File: src/hw/rtl/ppu_pkg.sv
package ppu_pkg;

    localparam int POOL_SIZE = 64;
    localparam int IDX_W     = (POOL_SIZE > 1) ? $clog2(POOL_SIZE) : 1;
    localparam int CNT_W     = IDX_W + 1;
    localparam int SLOT_W    = 6;
    localparam int POS_W     = 24;
    localparam int DT_W      = 16;
    localparam int LIFE_W    = 17;
    localparam int GREY_W    = 9;
    localparam int DRAW_W    = 7;
    localparam int PROD_W    = POS_W + DT_W + 1;
    localparam int IN_TDATA_W  = 176;
    localparam int OUT_TDATA_W = 88;

    localparam logic [LIFE_W-1:0] LIFE_ONE = LIFE_W'(65536);
    localparam logic [DRAW_W-1:0] DRAW_MAX = DRAW_W'(99);
    localparam logic [POS_W-1:0]  DIV10_MAGIC = 24'hCCCCCD;

    typedef struct packed {
        logic [LIFE_W-1:0]       life;
        logic signed [POS_W-1:0] pos_x;
        logic signed [POS_W-1:0] pos_y;
        logic signed [POS_W-1:0] vel_x;
        logic signed [POS_W-1:0] vel_y;
        logic [GREY_W-1:0]       grey;
        logic [LIFE_W-1:0]       opac;
    } part_t;

    localparam int PART_W = $bits(part_t);

    typedef struct packed {
        logic             in_ready;
        logic             load_in;
        logic             spawn_wr;
        logic             tick_rd;
        logic             tick_cap;
        logic             tick_wr;
        logic             last;
        logic [IDX_W-1:0] idx;
    } cmd_t;

    typedef struct packed {
        logic alive_at_idx;
        logic out_free;
    } stat_t;

    // saturate a 26-bit signed sum to 24 bits
    function automatic logic signed [POS_W-1:0] sat_pos(input logic signed [POS_W+1:0] v);
        logic signed [POS_W+1:0] hi;
        logic signed [POS_W+1:0] lo;
        hi = (POS_W+2)'(8388607);
        lo = -(POS_W+2)'(8388608);
        if (v > hi) begin
            sat_pos = POS_W'(hi);
        end else if (v < lo) begin
            sat_pos = POS_W'(lo);
        end else begin
            sat_pos = v[POS_W-1:0];
        end
    endfunction

    // ((d-50)*256)/10 truncated toward zero, d in 0..99
    function automatic logic signed [11:0] jitter_of(input logic [DRAW_W-1:0] d);
        logic [DRAW_W-1:0] m;
        logic [14:0]       mag;
        logic [28:0]       q;
        logic [11:0]       r;
        if (d >= DRAW_W'(50)) begin
            m = d - DRAW_W'(50);
        end else begin
            m = DRAW_W'(50) - d;
        end
        mag = {m, 8'b0};
        q   = 29'(mag) * 29'(6554);
        r   = q[27:16];
        jitter_of = (d >= DRAW_W'(50)) ? $signed(r) : -$signed(r);
    endfunction

    // 128 + d*256/100
    function automatic logic [GREY_W-1:0] shade_of(input logic [DRAW_W-1:0] d);
        logic [14:0] x;
        logic [30:0] q;
        x = {d, 8'b0};
        q = 31'(x) * 31'(41944);
        shade_of = GREY_W'(128) + GREY_W'(q[30:22]);
    endfunction

endpackage

File: src/hw/rtl/ppu_ctrl.sv
module ppu_ctrl (
    input  logic           aclk,
    input  logic           aresetn,
    input  logic           in_valid,
    input  logic           in_tick,
    input  ppu_pkg::stat_t stat,
    output ppu_pkg::cmd_t  cmd
);
    import ppu_pkg::*;

    typedef enum logic [5:0] {
        ST_IDLE     = 6'b000001,
        ST_SCAN     = 6'b000010,
        ST_SPAWN_WR = 6'b000100,
        ST_TICK_RD  = 6'b001000,
        ST_TICK_CAP = 6'b010000,
        ST_TICK_WR  = 6'b100000
    } state_t;

    state_t            state_reg, state_next;
    logic [IDX_W-1:0]  idx_reg, idx_next;
    logic [CNT_W-1:0]  cnt_reg, cnt_next;
    logic [IDX_W-1:0]  start_reg, start_next;
    logic [IDX_W-1:0]  idx_inc;
    logic              idx_top;

    assign idx_top = (idx_reg == IDX_W'(POOL_SIZE - 1));
    assign idx_inc = idx_top ? '0 : idx_reg + IDX_W'(1);

    always_comb begin
        state_next = state_reg;
        idx_next   = idx_reg;
        cnt_next   = cnt_reg;
        start_next = start_reg;
        cmd        = '0;
        cmd.idx    = idx_reg;
        unique case (state_reg)
            ST_IDLE: begin
                cmd.in_ready = 1'b1;
                cmd.load_in  = in_valid;
                if (in_valid) begin
                    cnt_next = '0;
                    if (in_tick) begin
                        idx_next   = '0;
                        state_next = ST_TICK_RD;
                    end else begin
                        idx_next   = start_reg;
                        state_next = ST_SCAN;
                    end
                end
            end
            ST_SCAN: begin
                if (!stat.alive_at_idx) begin
                    state_next = ST_SPAWN_WR;
                end else if (cnt_reg == CNT_W'(POOL_SIZE - 1)) begin
                    // pool full
                    idx_next   = '0;
                    state_next = ST_SPAWN_WR;
                end else begin
                    cnt_next = cnt_reg + CNT_W'(1);
                    idx_next = idx_inc;
                end
            end
            ST_SPAWN_WR: begin
                cmd.last = 1'b1;
                if (stat.out_free) begin
                    cmd.spawn_wr = 1'b1;
                    start_next   = idx_reg;
                    state_next   = ST_IDLE;
                end
            end
            ST_TICK_RD: begin
                cmd.tick_rd = 1'b1;
                state_next  = ST_TICK_CAP;
            end
            ST_TICK_CAP: begin
                cmd.tick_cap = 1'b1;
                state_next   = ST_TICK_WR;
            end
            ST_TICK_WR: begin
                cmd.last = idx_top;
                if (stat.out_free) begin
                    cmd.tick_wr = 1'b1;
                    idx_next    = idx_inc;
                    state_next  = idx_top ? ST_IDLE : ST_TICK_RD;
                end
            end
            default: begin
                state_next = ST_IDLE;
            end
        endcase
    end

    always_ff @(posedge aclk) begin
        if (!aresetn) begin
            state_reg <= ST_IDLE;
            idx_reg   <= '0;
            cnt_reg   <= '0;
            start_reg <= '0;
        end else begin
            state_reg <= state_next;
            idx_reg   <= idx_next;
            cnt_reg   <= cnt_next;
            start_reg <= start_next;
        end
    end
endmodule

File: config.mk
export PLATFORM = sky130hd
export DESIGN_NAME = ppu_ctrl
export DESIGN_NICKNAME = d
export VERILOG_FILES = /design/src/hw/rtl/ppu_pkg.sv /design/src/hw/rtl/ppu_ctrl.sv
export SDC_FILE = /design/constraint.sdc
export NUM_CORES = 1
export LEC_CHECK = 0
export BUFFER_PORTS_ARGS = -buffer_cell sky130_fd_sc_hd__buf_2
export CORE_ASPECT_RATIO = 0.6
export CORE_MARGIN = 8
export CORE_UTILIZATION = 49
export CTS_BUF_LIST = sky130_fd_sc_hd__clkbuf_8
export DETAILED_ROUTE_END_ITERATION = 10
export PLACE_DENSITY = 0.69
export SETUP_SLACK_MARGIN = 0.02
export SLEW_MARGIN = 30
export SYNTH_ARGS = -nofsm -noshare
export SYNTH_HDL_FRONTEND = slang
export SYNTH_SLANG_ARGS = --single-unit
File: constraint.sdc
create_clock -name aclk -period 2.04 [get_ports aclk]
set_input_delay 0.51 -clock aclk [delete_from_list [all_inputs] [get_ports aclk]]
set_output_delay 0.51 -clock aclk [all_outputs]
set_load 0.02 [all_outputs]
==> results_dict.tcl, run 1 <==
set metrics [dict create \
    fp.coreArea_um2 3140 \
    setup_violations 2 \
    die_y_um 59.7 \
    wire_per_inst_um 16.6 \
    largest_register_ffs 7 \
    antenna_found_initial 0 \
    cpPeakStageDelay_ns 0.53 \
    wl_um 4180 \
    p_leak_nw 0.837 \
    fp.dieArea_um2 5310 \
    crit_type "reg2out" \
    timing.critical_path.cells "or4b_4, or3_4, inv_2, buf_6" \
    final-hold-violation-count 0 \
    slew_viol_final 0 \
    grt_max_degree 14 \
    clock-skew-final_ns 0.00393 \
    crit_path_max_fanout 2 \
    crit_path_end "cmd[8]" \
    fin_nets 216 \
    startpoint_type "flip-flop" \
    grt-ovfl-total 0 \
    synth_most_common_cell "dfxtp_1" \
    avgSynthCellArea_um2 8.88 \
    initial_core_util_pct 49.7 \
    tightest_slew_ns 0.461 \
    outcome "finished, violations left" \
    drive_above_1_share_pct 30.4 \
    cap_violations 0 \
    fin_ws_ns -0.144 \
    hold_path.class "reg2reg" \
    cts_buffers 3 \
    hpwlAfterDp_um 3070 \
    drtPass1Iterations 4 \
    r2r_start "state_reg[3]" \
    ys_seq_area_share_pct 32.0 \
    synth_edf_count 0 \
    synthFlopType "dfxtp_1" \
    end_kind "primary output" \
    crit_slowest_cell "or4b_4" \
    synthArstFlopShare_pct 0 \
    min_period_over_period_pct 107 \
    clockRootBuffer "clkbuf_8" \
    path_clk_slew_ns 0.09 \
    place_congestion 0.864 \
    cp-startpoint "state_reg[1]" \
    layout.cells.non_filler 252 \
    violations "setup timing" \
    synth-seq-cells 25 \
    syn_area_um2 1560 \
    yosysTopAreaCell "dfxtp_1" \
    cts_htree_levels 1 \
    place_inst 244 \
    portBuffers 18 \
    vias 1513 \
    grt_pass1_vias 1473 \
    drt_iter0_drc 186 \
    cts_tree "done" \
    synth_cells 176 \
    area_growth_pct 21.5 \
    track_usage_pct 16.7 \
    rsz0062_at_grt "yes" \
    fin_total_pwr_mw 1.78 \
    post-route-util_pct 60.4 \
    power_density_nw_per_um2 936 \
    reg2reg_depth 5 \
    grt_pass1_wl_um 7040 \
    yosys-top-cells-area "dfxtp_1 32%, mux2i_1 5.1%, nor2_1 4.1%" \
    drcViolationCount 0 \
    vias_per_cell 6.00 \
    n_antenna_cell 0 \
    ant_nets 0 \
    worstPathRequired_ns 1.53 \
    cts.sinks 25 \
    slew_headroom_pct 69.3 \
    synth_common_cells "25 x dfxtp_1, 17 x nor2_1, 10 x a21oi_1, 10 x inv_1, 10 x nand2_1" \
    fin_crit_ns 2.18 \
    io_pins 19 \
    clockBufferDepth 2 \
    whs_ns 0.457 \
    clk_latency_ns 0.28 \
    num_rows 16 \
    netlist-cell-type-count 56 \
    fmax_mhz 458 \
    ir_drop_v 0.000325 \
    r2r_end "state_reg[2]" \
    reg2reg_slack_ns 0.15 \
    syn-num-nets 184 \
    yosys_warnings 0 \
    synth_top_area_share_pct 32.0 \
    tns_ns -0.179 \
    die_x_um 88.9 \
    critPathArrivalTime_ns 1.67 \
]
[per-layer routing]
layer | up-vias | GRT usage [%] | part of all wire (%)
li1 | 737 | - | -
met1 | 739 | 23.0 | 48
met2 | 35 | 25.6 | 47
met3 | 2 | 3.57 | 4.5
met4 | 0 | 3.58 | 0.14
met5 | - | 0 | 0
[critical path: cells and delay by family (launching register included)]
| kind | cells | cell delay, ns |
|---|---|---|
| buf+inv | 2 | 0.16 |
| flops | 1 | 0.32 |
| simple gates | 2 | 0.91 |
[through the flow]
stage          setup WS [ns]  cell area (µm²)
2_1_floorplan         0.0876             1560
3_3_place_gp           0.188             1750
3_5_place_dp           0.142             1750
4_1_cts               -0.145             1860
5_1_grt               -0.183             1900
6_report              -0.144             1900
[layout by cell type, fill, tap and decap left out, drive strengths merged, types with 3 or more instances in the layout]
cell and count:
o2111ai 3, nand3 8, o21ai 4, nand2b 3, buf 36, and3 6
nand2 10, dfxtp 25, nor3 3, inv 11, clkbuf 3, a211oi 5
nor2 17, a2111o 3, a32oi 4, mux2i 8, nand4 4, a21oi 10
and3b 4
[power by group]
| part | internal [mW] | switching [mW] |
|---|---|---|
| Sequential | 0.538 | 0.0524 |
| Combinational | 0.370 | 0.519 |
| Clock | 0.135 | 0.163 |
| Total | 1.04 | 0.734 |
[final cells by class]
class                           instances  area [µm²]
Timing Repair Buffer                   36         254
Sequential cell                        25         504
Multi-Input combinational cell        132        1000
Clock buffer                            3        41.3
Tap cell                               45        56.3
Clock inverter                          1        3.75
Fill cell                             282        1240
Inverter                               10        37.5
[cells by family after synthesis]
logic type / after synthesis / synth area share [%]
AOI/OAI and AO/OA: 49 / 24.7
xor gates and xnor gates: 2 / 1.60
adders and majority gates: 2 / 1.60
buffers and inverters: 19 / 6.49
DFF: 25 / 32.0
muxes: 8 / 5.12
and+or+nand+nor: 71 / 28.4
[worst min-delay path by stage]
stage / start / end / slack (ns) / cells after the start
after CTS: cnt_reg[6] / cnt_reg[6] / 0.46 / 2
final: cnt_reg[6] / cnt_reg[6] / 0.46 / 2
after floorplan: cnt_reg[6] / cnt_reg[6] / 0.42 / 2
after global routing: cnt_reg[6] / cnt_reg[6] / 0.48 / 2
after global placement: cnt_reg[6] / cnt_reg[6] / 0.43 / 2
after detailed placement: cnt_reg[6] / cnt_reg[6] / 0.44 / 2
[what timing repair did]
| action | 4_1_cts | 5_1_grt |
|---|---|---|
| endpoints found under the setup margin | 7 | 7 |
| gates resized for setup | 15 | 9 |
| setup buffers | 2 | 2 |
| hold buffers | 0 | 0 |
| pin swaps | 3 | 6 |
Note: power is estimated with default switching activity, not from simulation.
==> inputs of run 2 (changes only) <==
CORE_UTILIZATION = 25   (was 49)
PLACE_DENSITY = 0.41   (was 0.69)
==> results_dict.tcl, run 2 (synthesis results as in run 1) <==
set metrics [dict create \
    layout.cells.non_filler 305 \
    wire_per_inst_um 16.2 \
    largest_register_ffs 7 \
    reg2reg_slack_ns 0.13 \
    fp.coreArea_um2 6080 \
    drt_iter0_drc 103 \
    drive_above_1_share_pct 36.7 \
    path_clk_slew_ns 0.10 \
    slew_viol_final 0 \
    antenna_found_initial 0 \
    initial_core_util_pct 25.7 \
    grt_pass1_vias 1464 \
    hpwlAfterDp_um 3590 \
    p_sw_share_pct 41.2 \
    n_antenna_cell 0 \
    clkPwrFrac_pct 15.8 \
    portBuffers 18 \
    tightest_slew_ns 0.407 \
    whs_ns 0.461 \
    crit_slowest_cell "or4b_4" \
    hold_path.class "reg2reg" \
    fillers 631 \
    die_x_um 118 \
    p_sw_mw 0.824 \
    cts_htree_levels 1 \
    fin_area_um2 2110 \
    hold_end "cnt_reg[6]" \
    crit_path_max_fanout 2 \
    slew_headroom_pct 72.9 \
    combinationalPowerShare_pct 54.6 \
    final-hold-violation-count 0 \
    place_area_um2 1870 \
    reg2reg_depth 9 \
    seqPwrFrac_pct 29.6 \
    min_from "cnt_reg[6]" \
    drcViolationCount 0 \
    outcome "finished, violations left" \
    fin_nets 230 \
    p_leak_nw 0.929 \
    vias 1541 \
    fp.dieArea_um2 9120 \
    num_rows 22 \
    setup_violations 4 \
    cp_top_family "simple AND/OR/NAND/NOR gates" \
    rsz0062_at_grt "yes" \
    cts_buffers 3 \
    crit_type "reg2out" \
    vias_per_cell 5.05 \
    fmax_mhz 460 \
    end_kind "primary output" \
    fin_crit_ns 2.18 \
    r2r_start "state_reg[0]" \
    critPathArrivalTime_ns 1.67 \
    min_period_over_period_pct 107 \
    drtPass1Iterations 4 \
    cts.sinks 25 \
    grt-ovfl-total 0 \
    ir_drop_v 0.000539 \
    ant_nets 0 \
    fin_ws_ns -0.136 \
    wl_um 4930 \
    place_congestion 0.804 \
    grt_pass1_wl_um 7840 \
    place_inst 293 \
    clk_latency_ns 0.28 \
    grt_max_degree 16 \
    clock-skew-final_ns 0.00564 \
    cap_violations 0 \
    worstPathRequired_ns 1.53 \
    multiInputGateArea_um2 1030 \
    r2r_end "state_reg[2]" \
    postCtsHoldBufs 0 \
    die_y_um 77.2 \
    timing.critical_path.cells "or4b_4, or3_4, inv_2, buf_6" \
    crit_buf_inv 2 \
    power_density_nw_per_um2 947 \
    track_usage_pct 10.5 \
    seq_area_um2 508 \
    clockRootBuffer "clkbuf_8" \
    final_cell_mix "25 x buf_4, 21 x dfxtp_1, 16 x nor2_1, 15 x buf_2, 10 x a21oi_1" \
    startpoint_type "flip-flop" \
    hold_depth 2 \
    clockBufferDepth 2 \
    cpPeakStageDelay_ns 0.53 \
    violations "setup timing" \
    layout_commonest_cell "buf_4" \
    area_growth_pct 35.0 \
    cts_tree "done" \
    io_pins 19 \
    p_int_mw 1.18 \
]
## run 2: cell types whose count changed in the layout (fill, tap and decap cells not counted), sizes merged
cell      change
buf          +14
clkinvlp      +1
inv           -1
## run 2: area by class of cell
| class | instances | share of cell area (%) |
|---|---|---|
| inverter | 10 | 1.78 |
| sequential | 25 | 24.1 |
| timing repair buffer | 50 | 18.0 |
| clock inverter | 1 | 0.356 |
| multi-input combinational | 132 | 48.9 |
| clock buffer | 3 | 1.96 |
| tap | 84 | 4.98 |
## run 2: worst min-delay path, delay by kind of cell, from the launching register on
kind            cells  cell delay, ns
flops               1            0.33
compound gates      1            0.04
simple gates        1            0.06
## run 2: how the worst max path moves through the flow
| stage | startpoint | to | slack [ns] | cells after the start |
|---|---|---|---|---|
| floorplan | state_reg[1] | cmd[8] | 0.09 | 4 |
| global placement | state_reg[4] | idx_reg[0] | 0.14 | 6 |
| detailed placement | state_reg[0] | cmd[8] | 0.12 | 4 |
| CTS | state_reg[0] | cmd[8] | -0.15 | 4 |
| global route | state_reg[0] | cmd[6] | -0.19 | 7 |
| finish | state_reg[0] | cmd[8] | -0.14 | 4 |
## run 2: power by group through the flow
stage / registers [mW] / clock network, mW / logic, mW
floorplan: 0.628 / 0 / 0.536
global placement: 0.589 / 0 / 0.900
detailed placement: 0.589 / 0 / 0.885
CTS: 0.583 / 0.330 / 0.963
global route: 0.601 / 0.346 / 1.18
finish: 0.591 / 0.315 / 1.09
## run 2: what timing repair did
item	CTS	global route
gates cloned	0	1
buffers inserted	3	4
resized for setup	15	21
pin swaps	2	3
endpoints found under the setup margin	5	16
## run 2: metal layers
metal | vias up | share of wire [%] | track usage (%)
met2 | 40 | 38 | 13.7
met3 | 2 | 6.0 | 2.63
met5 | - | 0 | 0
li1 | 767 | - | -
met1 | 732 | 55 | 16.3
met4 | 0 | 0.85 | 2.29
## run 2: stage by stage
| step | utilization, % | worst slack [ns] | total power, mW | setup TNS (ns) |
|---|---|---|---|---|
| 2_1_floorplan | - | 0.0876 | 1.16 | 0 |
| 3_3_place_gp | 30.8 | 0.141 | 1.49 | 0 |
| 3_5_place_dp | 30.8 | 0.122 | 1.47 | 0 |
| 4_1_cts | 32.7 | -0.146 | 1.88 | -0.194 |
| 5_1_grt | 34.7 | -0.194 | 2.13 | -0.692 |
| 6_report | 34.7 | -0.136 | 2.00 | -0.296 |
==> inputs of run 3 (changes only) <==
ABC_AREA = 1   (was unset)
CORE_UTILIZATION = 59   (was 25)
PLACE_DENSITY = 0.81   (was 0.41)
==> results_dict.tcl, run 3 <==
set metrics [dict create \
    synth_edf_count 0 \
    wire_per_inst_um 12.8 \
    syn_area_um2 1440 \
    hold_path.class "reg2reg" \
    vias_per_cell 5.30 \
    outcome "finished, final reports clean" \
    synthArstFlopShare_pct 0 \
    synth-seq-cells 25 \
    synth_top_family_by_area "simple AND/OR/NAND/NOR gates" \
    avgSynthCellArea_um2 6.25 \
    rsz0062_at_grt "yes" \
    fin_area_um2 1680 \
    crit_type "reg2out" \
    area_growth_pct 16.2 \
    seqPwrFrac_pct 32.1 \
    fmax_mhz 512 \
    place_area_um2 1600 \
    final-hold-violation-count 0 \
    antenna_found_initial 0 \
    clockRootBuffer "clkbuf_8" \
    netlist-cell-type-count 22 \
    largest_register_ffs 7 \
    setup_violations 0 \
    ant_nets 0 \
    postCtsHoldBufs 0 \
    cap_violations 0 \
    cp_common_cell "nor2_1" \
    slew_headroom_pct 71.9 \
    drcViolationCount 0 \
    cts_buffers 3 \
    ys_seq_area_share_pct 34.7 \
    muxShareOfSynthArea_pct 0 \
    worstPathRequired_ns 1.53 \
    cts_tree "done" \
    vias 1527 \
    end_kind "primary output" \
    fin_crit_ns 1.95 \
    startpoint_type "flip-flop" \
    reg2reg_slack_ns 0.33 \
    p_leak_nw 0.848 \
    p_sw_share_pct 48.4 \
    clockBufferDepth 2 \
    final_cell_mix "59 x nand2_1, 43 x nor2_1, 26 x inv_1, 23 x dfxtp_1, 17 x buf_2" \
    clk_latency_ns 0.27 \
    fin_nets 265 \
    crit_path_max_fanout 5 \
    place_congestion 0.934 \
    yosys_warnings 0 \
    synth_most_common_cell "nand2_1" \
    clkPwrFrac_pct 12.9 \
    cpPeakStageDelay_ns 0.40 \
    grt_pass1_vias 1322 \
    drtPass1Iterations 4 \
    num_rows 14 \
    drive_above_1_share_pct 16.8 \
    crit_slowest_cell "dfxtp_1" \
    grt_max_degree 18 \
    die_y_um 54.3 \
    tightest_slew_ns 0.419 \
    whs_ns 0.500 \
    synth_xor_area_share_pct 1.21 \
    yosys-top-cells-area "dfxtp_1 35%, nand2_1 16%, nor2_1 11%" \
    portBuffers 18 \
    n_antenna_cell 0 \
    combinationalPowerShare_pct 55.1 \
    timing.critical_path.cells "inv_2, nor2_1, nand3_1, nor2_1, buf_2" \
    hpwlAfterDp_um 2810 \
    yosysTopAreaCell "dfxtp_1" \
    ir_drop_v 0.000630 \
    p_int_mw 1.15 \
    fp.dieArea_um2 4340 \
    place_inst 283 \
    clock-skew-final_ns 0.00938 \
    grt-ovfl-total 0 \
    path_clk_slew_ns 0.09 \
    layout_commonest_cell "nand2_1" \
    synth_top_area_share_pct 34.7 \
    wl_um 3690 \
    synthFlopType "dfxtp_1" \
    die_x_um 79.9 \
    post-route-util_pct 69.4 \
    initial_core_util_pct 59.7 \
    layout.cells.non_filler 288 \
    track_usage_pct 17.9 \
    fp.coreArea_um2 2420 \
    tns_ns 0 \
    grt_pass1_wl_um 6150 \
    io_pins 19 \
    slew_viol_final 0 \
    synth_fa_ha_area_share_pct 1.73 \
    syn-num-nets 239 \
    cts_htree_levels 1 \
    critPathArrivalTime_ns 1.44 \
    synth_cells 231 \
    synth-compound-area-share_pct 12.3 \
    drt_iter0_drc 176 \
    p_sw_mw 1.08 \
    power_density_nw_per_um2 1330 \
    synth_common_cells "60 x nand2_1, 44 x nor2_1, 26 x inv_1" \
    yosys.area_share.simple_pct 42.2 \
    cts.sinks 25 \
    min_period_over_period_pct 95.7 \
]
[run 3: cell count changes after synthesis, sizes merged, moves of 4 or more]
cell    before  now
o21bai       0    6
a32oi        4    0
o21ai        4   13
a211oi       5    0
buf          7    1
mux2i        8    0
nor2        17   47
and3b        4    0
and3         6    0
inv         10   28
nand3        8   19
nand2       10   63
[run 3: stage by stage]
| stage | worst slack (ns) | power (mW) |
|---|---|---|
| floorplan | 0.145 | 1.54 |
| detailed placement | 0.227 | 1.88 |
| CTS | 0.0461 | 2.20 |
| finish | 0.0882 | 2.23 |
| global placement | 0.282 | 1.87 |
| global route | -0.00834 | 2.43 |
[run 3: area by class of cell]
cell class / count / area, µm²
multi-input cells: 176 / 855
clock buffers: 3 / 41.3
clock inverters: 1 / 3.75
inverters: 28 / 105
well taps: 32 / 40.0
repair buffers: 23 / 130
flip-flops and latches: 25 / 503
fillers: 230 / 739
[run 3: layer usage]
layer  global-route usage [%]  share of wire (%)
met2                     25.8                 40
met5                        0                  0
met3                     4.75                9.2
met1                     26.4                 50
met4                     1.80               0.33
[run 3: power by group through the flow]
stage / clock (mW) / sequential, mW / combinational, mW
4_1_cts: 0.299 / 0.704 / 1.19
6_report: 0.287 / 0.716 / 1.23
3_3_place_gp: 0 / 0.714 / 1.16
2_1_floorplan: 0 / 0.786 / 0.753
3_5_place_dp: 0 / 0.720 / 1.16
5_1_grt: 0.316 / 0.732 / 1.38
[run 3: logic make-up after synthesis]
family / Yosys count
flops: 25
compound gates: 32
simple gates: 140
xor+xnor: 2
buf+inv: 30
fa+ha+maj: 2
[run 3: timing repair]
| action | 4_1_cts | 5_1_grt |
|---|---|---|
| endpoints found under the setup margin | 1 | 5 |
| resized for setup | 4 | 6 |
| buffers inserted | 1 | 0 |
| pin swaps | 1 | 0 |
[run 3: worst paths after layout]
check                                   from          to  cells after the start
worst max-delay path            state_reg[5]      cmd[7]                      5
worst max register to register    cnt_reg[0]  cnt_reg[1]                     10
worst min register to register    cnt_reg[6]  cnt_reg[6]                      2
worst min-delay path              cnt_reg[6]  cnt_reg[6]                      2
[run 3: worst max-delay path, delay by kind of cell, from the launching register on]
kind / cells / cell delay, ns
buffers and inverters: 2 / 0.23
AND/OR/NAND/NOR: 3 / 0.55
flip-flops: 1 / 0.40
